===== config.mk =====
export PLATFORM = sky130hd
export DESIGN_NAME = msfb_ctrl
export DESIGN_NICKNAME = d
export VERILOG_FILES = /design/src/design/msfb_pkg.sv /design/src/design/msfb_ctrl.sv
export SDC_FILE = /design/constraint.sdc
export NUM_CORES = 1
export LEC_CHECK = 0
export BUFFER_PORTS_ARGS = -buffer_cell sky130_fd_sc_hd__buf_2
export CAP_MARGIN = 20
export CORE_MARGIN = 2
export CORE_UTILIZATION = 45
export CTS_BUF_LIST = sky130_fd_sc_hd__clkbuf_16
export DETAILED_ROUTE_END_ITERATION = 7
export GPL_TIMING_DRIVEN = 0
export PLACE_DENSITY_LB_ADDON = 0.1
export SKIP_CTS_REPAIR_TIMING = 1
export SLEW_MARGIN = 20
export SYNTH_ARGS = -nofsm -noshare
export SYNTH_HDL_FRONTEND = slang
export SYNTH_SLANG_ARGS = --single-unit

===== constraint.sdc =====
create_clock -name clk -period 4 [get_ports clk]
set_input_delay 0.4 -clock clk [delete_from_list [all_inputs] [get_ports clk]]
set_output_delay 0.4 -clock clk [all_outputs]
set_load 0.1 [all_outputs]

===== src/design/msfb_pkg.sv =====
package msfb_pkg;

    localparam int DATA_W    = 16;
    localparam int FRAC_W    = 11;
    localparam int ACC_W     = 40;
    localparam int SLOPE_W   = 22;
    localparam int LAY_W     = 2;
    localparam int IDX_W     = 4;
    localparam int CFG_IDX_W = 3;
    localparam int CFG_DAT_W = 5;
    localparam int WID_W     = 5;
    localparam int NUM_WIDTHS = 4;
    localparam int W_DEPTH   = 768;
    localparam int B_DEPTH   = 48;
    localparam int A_DEPTH   = 64;

    localparam logic [CFG_IDX_W-1:0] CFG_LAYER_COUNT = 3'd0;
    localparam logic [CFG_IDX_W-1:0] CFG_WIDTH_0     = 3'd1;
    localparam logic [CFG_IDX_W-1:0] CFG_WIDTH_3     = 3'd4;

    localparam logic KIND_ACT   = 1'b0;
    localparam logic KIND_DELTA = 1'b1;

    typedef enum logic [1:0] {
        MODE_WEIGHT = 2'd0,
        MODE_BIAS   = 2'd1,
        MODE_SAMPLE = 2'd2,
        MODE_TARGET = 2'd3
    } mode_t;

    typedef enum logic [4:0] {
        S_IDLE,
        S_F_BIAS_RD,
        S_F_BIAS,
        S_F_RD,
        S_F_MUL,
        S_F_ADD,
        S_F_SIG1,
        S_F_SIG2,
        S_E_RD,
        S_E_LOAD,
        S_E_EMIT,
        S_D_RD,
        S_D_LOAD,
        S_D_SL1,
        S_D_SL2,
        S_D_MUL,
        S_D_FIN,
        S_H_ZERO,
        S_H_RD,
        S_H_MUL,
        S_H_ADD,
        S_H_YRD,
        S_H_LOAD,
        S_H_SL1,
        S_H_SL2,
        S_H_MUL2,
        S_H_FIN
    } state_t;

    typedef enum logic [3:0] {
        OP_NONE,
        OP_ACC_BIAS,
        OP_ACC_ZERO,
        OP_MUL_FWD,
        OP_MUL_BACK,
        OP_ADD,
        OP_SIG_MUL,
        OP_SIG_FIN,
        OP_LOAD_Y,
        OP_SLOPE_MUL,
        OP_SLOPE_FIN,
        OP_DOUT_MUL,
        OP_DHID_MUL,
        OP_DFIN,
        OP_EMIT_Y
    } dp_op_t;

    typedef struct packed {
        dp_op_t           op;
        logic [LAY_W-1:0] lay;
        logic [IDX_W-1:0] row;
        logic [IDX_W-1:0] col;
        logic [LAY_W-1:0] a_lay;
        logic [IDX_W-1:0] a_idx;
        logic [IDX_W-1:0] didx;
        logic             buf_sel;
        logic [LAY_W-1:0] out_layer;
        logic             final_flag;
    } dp_cmd_t;

endpackage


===== src/design/msfb_ctrl.sv =====
module msfb_ctrl (
    input  logic                               clk,
    input  logic                               rst_n,
    input  logic                               cfg_valid,
    input  logic [msfb_pkg::CFG_IDX_W-1:0]     cfg_index,
    input  logic [msfb_pkg::CFG_DAT_W-1:0]     cfg_data,
    input  logic                               in_accept,
    input  logic [1:0]                         in_mode,
    input  logic                               in_last,
    input  logic                               in_grad,
    input  logic                               out_busy,
    output msfb_pkg::dp_cmd_t                  cmd,
    output logic                               busy
);
    import msfb_pkg::*;

    state_t state_reg, state_next;
    logic [LAY_W-1:0] lc_reg;
    logic [WID_W-1:0] width_reg [NUM_WIDTHS];
    logic [LAY_W-1:0] l_reg, l_next;
    logic [IDX_W-1:0] r_reg, r_next;
    logic [IDX_W-1:0] c_reg, c_next;
    logic cur_reg, cur_next;
    logic grad_reg, grad_next;
    logic pending_reg, pending_next;
    logic [IDX_W-1:0] wm1 [NUM_WIDTHS];
    logic [LAY_W-1:0] nl, nl_m1, lp1, lp2;
    logic start_fwd, start_grad;

    always_comb
    begin
        for (int i = 0; i < NUM_WIDTHS; i++)
        begin
            if (width_reg[i] == '0)
                wm1[i] = '0;
            else if (width_reg[i] > WID_W'(16))
                wm1[i] = '1;
            else
                wm1[i] = IDX_W'(width_reg[i] - WID_W'(1));
        end
    end

    assign nl    = (lc_reg == '0) ? LAY_W'(1) : lc_reg;
    assign nl_m1 = nl - LAY_W'(1);
    assign lp1   = l_reg + LAY_W'(1);
    assign lp2   = l_reg + LAY_W'(2);

    assign start_fwd  = in_accept && (in_mode == MODE_SAMPLE) && in_last && !in_grad;
    assign start_grad = in_accept && (in_mode == MODE_TARGET) && in_last && pending_reg;
    assign busy       = (state_reg != S_IDLE);

    always_ff @(posedge clk or negedge rst_n)
    begin
        if (!rst_n)
        begin
            lc_reg       <= LAY_W'(2);
            width_reg[0] <= WID_W'(5);
            width_reg[1] <= WID_W'(3);
            width_reg[2] <= WID_W'(2);
            width_reg[3] <= WID_W'(1);
        end
        else if (cfg_valid)
        begin
            if (cfg_index == CFG_LAYER_COUNT)
                lc_reg <= cfg_data[LAY_W-1:0];
            else if (cfg_index <= CFG_WIDTH_3)
                width_reg[2'(cfg_index - CFG_WIDTH_0)] <= cfg_data;
        end
    end

    always_ff @(posedge clk or negedge rst_n)
    begin
        if (!rst_n)
        begin
            state_reg   <= S_IDLE;
            l_reg       <= '0;
            r_reg       <= '0;
            c_reg       <= '0;
            cur_reg     <= 1'b0;
            grad_reg    <= 1'b0;
            pending_reg <= 1'b0;
        end
        else
        begin
            state_reg   <= state_next;
            l_reg       <= l_next;
            r_reg       <= r_next;
            c_reg       <= c_next;
            cur_reg     <= cur_next;
            grad_reg    <= grad_next;
            pending_reg <= pending_next;
        end
    end

    always_comb
    begin
        state_next = state_reg;
        unique case (state_reg)
            S_IDLE:      if (start_fwd || start_grad) state_next = S_F_BIAS_RD;
            S_F_BIAS_RD: state_next = S_F_BIAS;
            S_F_BIAS:    state_next = S_F_RD;
            S_F_RD:      state_next = S_F_MUL;
            S_F_MUL:     state_next = S_F_ADD;
            S_F_ADD:     state_next = (c_reg == wm1[l_reg]) ? S_F_SIG1 : S_F_RD;
            S_F_SIG1:    state_next = S_F_SIG2;
            S_F_SIG2:
            begin
                if (r_reg == wm1[lp1] && l_reg == nl_m1)
                    state_next = S_E_RD;
                else
                    state_next = S_F_BIAS_RD;
            end
            S_E_RD:      state_next = S_E_LOAD;
            S_E_LOAD:    state_next = S_E_EMIT;
            S_E_EMIT:
            begin
                if (!out_busy)
                begin
                    if (r_reg != wm1[nl])
                        state_next = S_E_RD;
                    else
                        state_next = grad_reg ? S_D_RD : S_IDLE;
                end
            end
            S_D_RD:      state_next = S_D_LOAD;
            S_D_LOAD:    state_next = S_D_SL1;
            S_D_SL1:     state_next = S_D_SL2;
            S_D_SL2:     state_next = S_D_MUL;
            S_D_MUL:     state_next = S_D_FIN;
            S_D_FIN:
            begin
                if (!out_busy)
                begin
                    if (r_reg != wm1[nl])
                        state_next = S_D_RD;
                    else
                        state_next = (nl == LAY_W'(1)) ? S_IDLE : S_H_ZERO;
                end
            end
            S_H_ZERO:    state_next = S_H_RD;
            S_H_RD:      state_next = S_H_MUL;
            S_H_MUL:     state_next = S_H_ADD;
            S_H_ADD:     state_next = (c_reg == wm1[lp2]) ? S_H_YRD : S_H_RD;
            S_H_YRD:     state_next = S_H_LOAD;
            S_H_LOAD:    state_next = S_H_SL1;
            S_H_SL1:     state_next = S_H_SL2;
            S_H_SL2:     state_next = S_H_MUL2;
            S_H_MUL2:    state_next = S_H_FIN;
            S_H_FIN:
            begin
                if (!out_busy)
                begin
                    if (r_reg == wm1[lp1] && l_reg == '0)
                        state_next = S_IDLE;
                    else
                        state_next = S_H_ZERO;
                end
            end
            default:     state_next = S_IDLE;
        endcase
    end

    always_comb
    begin
        l_next       = l_reg;
        r_next       = r_reg;
        c_next       = c_reg;
        cur_next     = cur_reg;
        grad_next    = grad_reg;
        pending_next = pending_reg;
        unique case (state_reg)
            S_IDLE:
            begin
                if (in_accept && in_mode == MODE_SAMPLE)
                    pending_next = in_grad;
                if (start_grad)
                    pending_next = 1'b0;
                if (start_fwd || start_grad)
                begin
                    l_next    = '0;
                    r_next    = '0;
                    c_next    = '0;
                    cur_next  = 1'b0;
                    grad_next = start_grad;
                end
            end
            S_F_BIAS, S_H_ZERO: c_next = '0;
            S_F_ADD:  if (c_reg != wm1[l_reg]) c_next = c_reg + IDX_W'(1);
            S_H_ADD:  if (c_reg != wm1[lp2]) c_next = c_reg + IDX_W'(1);
            S_F_SIG2:
            begin
                if (r_reg == wm1[lp1])
                begin
                    r_next = '0;
                    if (l_reg != nl_m1)
                        l_next = lp1;
                end
                else
                    r_next = r_reg + IDX_W'(1);
            end
            S_E_EMIT:
            begin
                if (!out_busy)
                    r_next = (r_reg == wm1[nl]) ? '0 : r_reg + IDX_W'(1);
            end
            S_D_FIN:
            begin
                if (!out_busy)
                begin
                    if (r_reg == wm1[nl])
                    begin
                        r_next   = '0;
                        l_next   = nl - LAY_W'(2);
                        cur_next = 1'b1;
                    end
                    else
                        r_next = r_reg + IDX_W'(1);
                end
            end
            S_H_FIN:
            begin
                if (!out_busy)
                begin
                    if (r_reg == wm1[lp1])
                    begin
                        r_next   = '0;
                        l_next   = l_reg - LAY_W'(1);
                        cur_next = !cur_reg;
                    end
                    else
                        r_next = r_reg + IDX_W'(1);
                end
            end
            default:
            begin
            end
        endcase
    end

    always_comb
    begin
        cmd = '0;
        cmd.op = OP_NONE;
        cmd.buf_sel = cur_reg;
        unique case (state_reg)
            S_F_BIAS_RD:
            begin
                cmd.lay = l_reg;
                cmd.row = r_reg;
            end
            S_F_BIAS: cmd.op = OP_ACC_BIAS;
            S_F_RD:
            begin
                cmd.lay   = l_reg;
                cmd.row   = r_reg;
                cmd.col   = c_reg;
                cmd.a_lay = l_reg;
                cmd.a_idx = c_reg;
            end
            S_F_MUL:  cmd.op = OP_MUL_FWD;
            S_F_ADD, S_H_ADD: cmd.op = OP_ADD;
            S_F_SIG1: cmd.op = OP_SIG_MUL;
            S_F_SIG2:
            begin
                cmd.op    = OP_SIG_FIN;
                cmd.a_lay = lp1;
                cmd.a_idx = r_reg;
            end
            S_E_RD, S_D_RD:
            begin
                cmd.a_lay = nl;
                cmd.a_idx = r_reg;
            end
            S_E_LOAD, S_D_LOAD, S_H_LOAD: cmd.op = OP_LOAD_Y;
            S_E_EMIT:
            begin
                cmd.op         = out_busy ? OP_NONE : OP_EMIT_Y;
                cmd.a_idx      = r_reg;
                cmd.out_layer  = nl_m1;
                cmd.final_flag = !grad_reg && (r_reg == wm1[nl]);
            end
            S_D_SL1, S_H_SL1: cmd.op = OP_SLOPE_MUL;
            S_D_SL2, S_H_SL2: cmd.op = OP_SLOPE_FIN;
            S_D_MUL:
            begin
                cmd.op    = OP_DOUT_MUL;
                cmd.a_idx = r_reg;
            end
            S_D_FIN:
            begin
                cmd.op         = out_busy ? OP_NONE : OP_DFIN;
                cmd.a_idx      = r_reg;
                cmd.out_layer  = nl_m1;
                cmd.final_flag = (nl == LAY_W'(1)) && (r_reg == wm1[nl]);
            end
            S_H_ZERO: cmd.op = OP_ACC_ZERO;
            S_H_RD:
            begin
                cmd.lay = lp1;
                cmd.row = c_reg;
                cmd.col = r_reg;
            end
            S_H_MUL:
            begin
                cmd.op   = OP_MUL_BACK;
                cmd.didx = c_reg;
            end
            S_H_YRD:
            begin
                cmd.a_lay = lp1;
                cmd.a_idx = r_reg;
            end
            S_H_MUL2: cmd.op = OP_DHID_MUL;
            S_H_FIN:
            begin
                cmd.op         = out_busy ? OP_NONE : OP_DFIN;
                cmd.a_idx      = r_reg;
                cmd.out_layer  = l_reg;
                cmd.final_flag = (l_reg == '0) && (r_reg == wm1[lp1]);
            end
            default:
            begin
            end
        endcase
    end

endmodule


==> results of run 1 <==
metrics by stage:
step / utilization (%) / total power [mW] / area (um2)
global placement: 50.5 / 3.12 / 4400
global route: 52.3 / 3.81 / 4560
floorplan: - / 2.60 / 4040
finish: 52.3 / 3.57 / 4560
CTS: 52.1 / 3.55 / 4540
detailed placement: 50.5 / 3.13 / 4400
power by group through the flow:
| stage | registers, mW | logic, mW | clock network, mW |
|---|---|---|---|
| final | 0.628 | 2.54 | 0.404 |
| after global routing | 0.647 | 2.74 | 0.425 |
| after CTS | 0.606 | 2.53 | 0.413 |
| after detailed placement | 0.612 | 2.52 | 0 |
| after global placement | 0.608 | 2.51 | 0 |
| after floorplan | 0.587 | 2.01 | 0 |
per-layer routing:
layer	wire [um]	up-vias	track usage, %
met4	134	0	6.53
met2	6070	106	44.6
li1	-	1939	-
met1	5380	1921	33.3
met5	0	-	0
met3	448	11	2.55
final timing paths:
kind	startpoint	slack, ns	cells past startpoint	end
worst max register to register	width_reg[0]	0.70	10	l_reg[0]
worst min register to register	pending_reg	0.55	1	pending_reg
worst min-delay path	rst_n	0.09	1	state_reg[3]
max in group asynchronous	rst_n	3.51	1	l_reg[1]
min in group clk	cfg_data[0]	0.39	3	width_reg[15]
worst max-delay path	width_reg[15]	0.18	11	cmd[0]
placed cells by master (no fill, tap or decap), types with 10 or more instances in the layout:
cell type                  netlist  final
sky130_fd_sc_hd__nor2_1         19     18
sky130_fd_sc_hd__nand3_1        11     11
sky130_fd_sc_hd__clkbuf_1       24     21
sky130_fd_sc_hd__mux2_2         10     10
sky130_fd_sc_hd__o21ai_0        36     36
sky130_fd_sc_hd__inv_1          22     23
sky130_fd_sc_hd__and2_1         11     11
sky130_fd_sc_hd__nand2b_1       10     10
sky130_fd_sc_hd__nor3_1         15     13
sky130_fd_sc_hd__nor2b_1        17     17
sky130_fd_sc_hd__nor4_1         11     11
sky130_fd_sc_hd__buf_2           1     44
sky130_fd_sc_hd__xnor2_1        10     10
sky130_fd_sc_hd__dfrtp_1        33     32
sky130_fd_sc_hd__a21oi_1        15     15
sky130_fd_sc_hd__a22o_1         15     15
sky130_fd_sc_hd__nand2_1        51     51
sky130_fd_sc_hd__mux4_2         11     11
area by class of cell:
class	instances	area share [%]
multi-input cells	392	61.5
repair buffers	45	5.05
well taps	108	2.96
inverters	26	2.14
clock inverters	3	0.357
flip-flops and latches	40	22.2
plain buffers	33	3.10
clock buffers	5	2.74
kinds of logic (layout without fill, tap and decap cells):
| family | after synthesis | count (layout) |
|---|---|---|
| xor+xnor | 21 | 21 |
| fa+ha+maj | 11 | 11 |
| flops | 40 | 40 |
| buf+inv | 61 | 112 |
| simple gates | 191 | 191 |
| mux | 27 | 27 |
| compound gates | 142 | 142 |
synthesized netlist by cell type (5+ instances only):
| library cell | number |
|---|---|
| sky130_fd_sc_hd__mux2_2 | 10 |
| sky130_fd_sc_hd__nand2_1 | 51 |
| sky130_fd_sc_hd__and2_1 | 11 |
| sky130_fd_sc_hd__buf_1 | 7 |
| sky130_fd_sc_hd__or2_2 | 5 |
| sky130_fd_sc_hd__o2111ai_1 | 6 |
| sky130_fd_sc_hd__nor4_1 | 11 |
| sky130_fd_sc_hd__a21oi_1 | 15 |
| sky130_fd_sc_hd__ha_1 | 7 |
| sky130_fd_sc_hd__nand4_1 | 5 |
| sky130_fd_sc_hd__a22o_1 | 15 |
| sky130_fd_sc_hd__o21a_1 | 6 |
| sky130_fd_sc_hd__clkbuf_1 | 24 |
| sky130_fd_sc_hd__o31ai_1 | 7 |
| sky130_fd_sc_hd__inv_1 | 22 |
| sky130_fd_sc_hd__or3_1 | 7 |
| sky130_fd_sc_hd__nor2_1 | 19 |
| sky130_fd_sc_hd__o211ai_1 | 5 |
| sky130_fd_sc_hd__dfrtp_1 | 33 |
| sky130_fd_sc_hd__a31oi_1 | 7 |
| sky130_fd_sc_hd__o21ai_0 | 36 |
| sky130_fd_sc_hd__a22oi_1 | 5 |
| sky130_fd_sc_hd__nor3_1 | 15 |
| sky130_fd_sc_hd__o22ai_1 | 5 |
| sky130_fd_sc_hd__nand2b_1 | 10 |
| sky130_fd_sc_hd__dfstp_2 | 7 |
| sky130_fd_sc_hd__nor2b_1 | 17 |
| sky130_fd_sc_hd__nand3_1 | 11 |
| sky130_fd_sc_hd__xor2_1 | 9 |
| sky130_fd_sc_hd__xnor2_1 | 10 |
| sky130_fd_sc_hd__mux4_2 | 11 |
critical path, stage by stage (launching register included):
cell,delay [ns]
sky130_fd_sc_hd__dfstp_2,0.56
sky130_fd_sc_hd__inv_1,0.06
sky130_fd_sc_hd__ha_1,0.24
sky130_fd_sc_hd__nor3b_1,0.18
sky130_fd_sc_hd__maj3_1,0.42
sky130_fd_sc_hd__mux4_2,0.48
sky130_fd_sc_hd__xnor2_1,0.21
sky130_fd_sc_hd__nand3_1,0.19
sky130_fd_sc_hd__nor2_2,0.21
sky130_fd_sc_hd__nand2_1,0.10
sky130_fd_sc_hd__o22ai_2,0.15
sky130_fd_sc_hd__buf_4,0.31
==> impl_metrics.yaml, run 1 <==
routing:
  drt_pass1_iterations: 5
  routed_via_density: 6.10
  detail_route.drc_violations: 0
  route.detailed.wl_per_inst_um: 18.5
  detailedRoute.firstIterationViolations: 185
  route.vias.total: 3977
  final_wl_mm: 12.0
  detail-route-antenna-nets: 0
place:
  gp_congestion: 0.974
  io_buffers: 45
  dp_worst_setup_slack_ns: -0.259
  place_hpwl_mm: 9.27
  dp.cells: 646
synthesis:
  syn_nets: 517
  seq_area_frac_synth_pct: 25.0
  post_synthesis_mux_area_share_pct: 10.5
  synthDominantCellAreaShare_pct: 20.5
  asyncSetResetFlopFracSynth_pct: 100
  yosys.area_share.adder_pct: 3.19
  fraction_of_the_mapped_netlist_area_in_compound_gates_pct: 24.3
  synth.lib_cells_used.distinct: 80
  yosysWarningCount: 0
  flip_flop_and_latch_count_after_synthesis: 40
  post-synth-top-area-cell: "sky130_fd_sc_hd__dfrtp_1"
  post_synthesis_cell_area_um2: 4040
  synthCells: 493
  synth.top_cells.by_area: "sky130_fd_sc_hd__dfrtp_1, sky130_fd_sc_hd__mux4_2, sky130_fd_sc_hd__nand2_1, sky130_fd_sc_hd__dfstp_2, sky130_fd_sc_hd__o21ai_0"
  edff_count_synth: 0
  synth_top_family_by_area: "simple AND/OR/NAND/NOR gates"
  synthXorXnorAreaFrac_pct: 4.93
  syn_avg_cell_area_um2: 8.19
  synth-simple-area-share_pct: 25.9
  dominantRegCellSynth: "sky130_fd_sc_hd__dfrtp_1"
global_route:
  antenna_violations_before_repair: 0
  grt-ovfl-total: 0
  grt_start_max_net_pins: 41
  vias_in_the_first_global_route: 3782
  globalRouteTotalUtil_pct: 25.3
  grt_first_pass_wirelength_mm: 19.8
layout:
  multiInputGateArea_um2: 2800
  instances_no_fill: 652
  layout.area.seq_um2: 1010
  flip_flop_count_of_the_largest_register_all_copies_and_words_added: 20
  fin_nets: 567
  post_route_cells_drive_above_1_share_pct: 19.1
  antenna-diode-count: 0
  flow.area_growth_from_synthesis_pct: 12.9
  fillers: 851
timing:
  grt_setup_unrepaired: "no"
  setup-violations-final: 0
  slew_viol_final: 0
  fin_worst_hold_slack_ns: 0.0901
  timing.final.ws_setup_ns: 0.177
  final-hold-violation-count: 0
  period_minus_slack_ns: 3.82
  maxClockFrequency_mhz: 262
  setup-tns-final_ns: 0
  fin_crit_sh_pct: 95.6
  finalClockSkew_ns: 0.00406
  relSlewSlack_pct: 33.0
  worst-slew-pin-transition_ns: 0.997
floorplan:
  die_boundary_width_um: 98.7
  chipHeight_um: 98.7
  starting_density_of_the_core_pct: 46.3
  io_count: 46
  floorplan.die_area_um2: 9740
  row_cnt: 34
  placeable_core_region_um2: 8720
pwr:
  total_switching_power_mw: 1.99
  internal_power_mw: 1.58
  comb_power_share_pct: 71.1
  power.share.clock_pct: 11.3
  p_leak_nw: 1.85
  switching_fraction_of_total_power_pct: 55.8
  p_per_area_nw_per_um2: 784
  max-vdd-ir-drop_uv: 329
  seq_power_share_pct: 17.6
worst_hold_path:
  hold_path_class: "primary input to asynchronous set/reset pin"
clock_network:
  path_clk_slew_ns: 0.06
  cts_sinks: 40
  cts_made_buffers: 5
  clock_insertion_delay_worst_skew_ns: 0.29
  root_buffer_master: "sky130_fd_sc_hd__clkbuf_16"
  cts-htree-levels: 2
  clk_path_buf_depth: 2
  tritoncts_clock_tree: "built"
worst_setup_path:
  critPathCaptureType: "output pin"
  critPathArrivalTime_ns: 3.42
  crit_path_max_fanout: 5
  kind_of_start_point_of_the_critical_path: "register"
  crit_path_category: "register to output pin"
  worstPathRequired_ns: 3.60
status:
  run_status: "completed"
job:
  drv_cap: 0
Note: power is estimated with default switching activity, not from simulation.
==> run 2: changes to the inputs <==
CORE_UTILIZATION = 40   (was 45)
==> impl_metrics.yaml, run 2 (synthesized netlist as in run 1, its figures left out) <==
status:
  run_status: "completed"
timing:
  fin_worst_hold_slack_ns: 0.265
  finalClockSkew_ns: 0.0115
  maxClockFrequency_mhz: 264
  grt_setup_unrepaired: "no"
  relSlewSlack_pct: 34.8
  setup-tns-final_ns: 0
  slew_viol_final: 0
  timing.final.ws_setup_ns: 0.214
  final-hold-violation-count: 0
  period_minus_slack_ns: 3.79
  fin_crit_sh_pct: 94.7
  setup-violations-final: 0
  worst-slew-pin-transition_ns: 0.978
routing:
  routed_via_density: 5.91
  route.detailed.wl_per_inst_um: 17.9
  detail_route.drc_violations: 0
  final_wl_mm: 12.1
  detail-route-antenna-nets: 0
  route.vias.total: 4001
  detailedRoute.firstIterationViolations: 220
  drt_pass1_iterations: 5
worst_setup_path:
  worstPathRequired_ns: 3.60
  crit_path_max_fanout: 5
  largest_delay_contributor_family_on_the_critical_path: "simple AND/OR/NAND/NOR gates"
  crit-reg2reg-capture: "l_reg[1]"
  worstPathCellList: "inv_1 > ha_1 > nor3b_1 > maj3_1 > mux4_2 > xnor2_1 > nand3_1 > nor2_4 > nand2_1 > o22ai_2 > buf_6"
  worstRegToRegCells: 10
  critPathArrivalTime_ns: 3.39
  kind_of_start_point_of_the_critical_path: "register"
  crit_path_category: "register to output pin"
  reg2reg_setup_slack_ns: 0.66
  critPathCaptureType: "output pin"
  cell_with_the_largest_stage_delay_on_the_worst_path: "sky130_fd_sc_hd__dfstp_2"
  reg2reg_from: "width_reg[0]"
  worst-path-buf-inv: 2
  worst_path_largest_cell_delay_ns: 0.57
pwr:
  power.share.clock_pct: 11.0
  seq_power_share_pct: 17.6
  p_per_area_nw_per_um2: 777
  comb_power_share_pct: 71.4
  p_leak_nw: 1.85
  internal_power_mw: 1.58
  max-vdd-ir-drop_uv: 368
  total_switching_power_mw: 1.99
  switching_fraction_of_total_power_pct: 55.8
  totalPowerFinal_mw: 3.57
layout:
  flip_flop_count_of_the_largest_register_all_copies_and_words_added: 20
  postLayoutCellArea_um2: 4590
  layout_commonest_cell: "sky130_fd_sc_hd__nand2_1"
  layout.area.seq_um2: 1010
  flow.area_growth_from_synthesis_pct: 13.8
  instances_no_fill: 677
  post_route_cells_drive_above_1_share_pct: 18.9
  fillers: 967
  antenna-diode-count: 0
  fin_nets: 567
  final_cell_mix: "sky130_fd_sc_hd__nand2_1, sky130_fd_sc_hd__buf_2, sky130_fd_sc_hd__o21ai_0, sky130_fd_sc_hd__dfrtp_1, sky130_fd_sc_hd__inv_1"
  final_core_utilization_pct: 47.0
  multiInputGateArea_um2: 2810
job:
  drv_cap: 0
clock_network:
  tritoncts_clock_tree: "built"
  cts_made_buffers: 5
  path_clk_slew_ns: 0.06
  cts_sinks: 40
  clock_insertion_delay_worst_skew_ns: 0.29
  cts-htree-levels: 2
  root_buffer_master: "sky130_fd_sc_hd__clkbuf_16"
  clk_path_buf_depth: 2
floorplan:
  starting_density_of_the_core_pct: 41.3
  io_count: 46
  chipHeight_um: 104
  floorplan.die_area_um2: 10900
  row_cnt: 36
  die_boundary_width_um: 104
  placeable_core_region_um2: 9770
place:
  dp.cells: 671
  io_buffers: 45
  place_hpwl_mm: 9.37
  gp_congestion: 0.970
  dp_worst_setup_slack_ns: -0.336
  dpl_cell_area_um2: 4430
global_route:
  grt_start_max_net_pins: 41
  grt_first_pass_wirelength_mm: 20.2
  vias_in_the_first_global_route: 3905
  grt-ovfl-total: 0
  globalRouteTotalUtil_pct: 22.9
  antenna_violations_before_repair: 0
worst_hold_path:
  hold_path_class: "primary input to asynchronous set/reset pin"
[run 2: changes by cell type in the layout (fill, tap and decap cells not counted)]
cell,change
sky130_fd_sc_hd__nor2_4,+1
sky130_fd_sc_hd__buf_4,-2
sky130_fd_sc_hd__clkinv_2,-1
sky130_fd_sc_hd__buf_2,+1
sky130_fd_sc_hd__nor2_2,-1
sky130_fd_sc_hd__buf_6,+1
sky130_fd_sc_hd__clkinv_1,+1
[run 2: power by group through the flow]
stage | combinational, mW | clock (mW) | sequential [mW]
2_1_floorplan | 2.01 | 0 | 0.587
3_3_place_gp | 2.51 | 0 | 0.606
3_5_place_dp | 2.53 | 0 | 0.611
4_1_cts | 2.54 | 0.400 | 0.604
5_1_grt | 2.76 | 0.418 | 0.647
6_report | 2.55 | 0.394 | 0.627
[run 2: final cells by class]
cell class,instances,area share (%)
tap,133,3.62
buffer,33,3.08
clock inverter,3,0.327
multi-input combinational,392,61.1
sequential,40,22.0
timing repair buffer,45,5.04
inverter,26,2.12
clock buffer,5,2.72
[run 2: worst max path at each step]
stage | startpoint | endpoint | slack (ns) | cells past startpoint
floorplan | state_reg[2] | cmd[24] | 0.03 | 6
global route | width_reg[15] | cmd[0] | 0.03 | 11
CTS | l_reg[1] | cmd[0] | -0.64 | 12
global placement | l_reg[1] | cmd[0] | -0.31 | 12
detailed placement | l_reg[1] | cmd[0] | -0.34 | 12
finish | width_reg[15] | cmd[0] | 0.21 | 11
[run 2: metal layers]
layer  global-route usage (%)  up-vias  share of wire, %
li1                         -     1940                 -
met1                     28.9     1944                44
met2                     41.7      108                51
met3                     2.88        9               4.7
met4                     4.54        0              0.78
met5                        0        -                 0
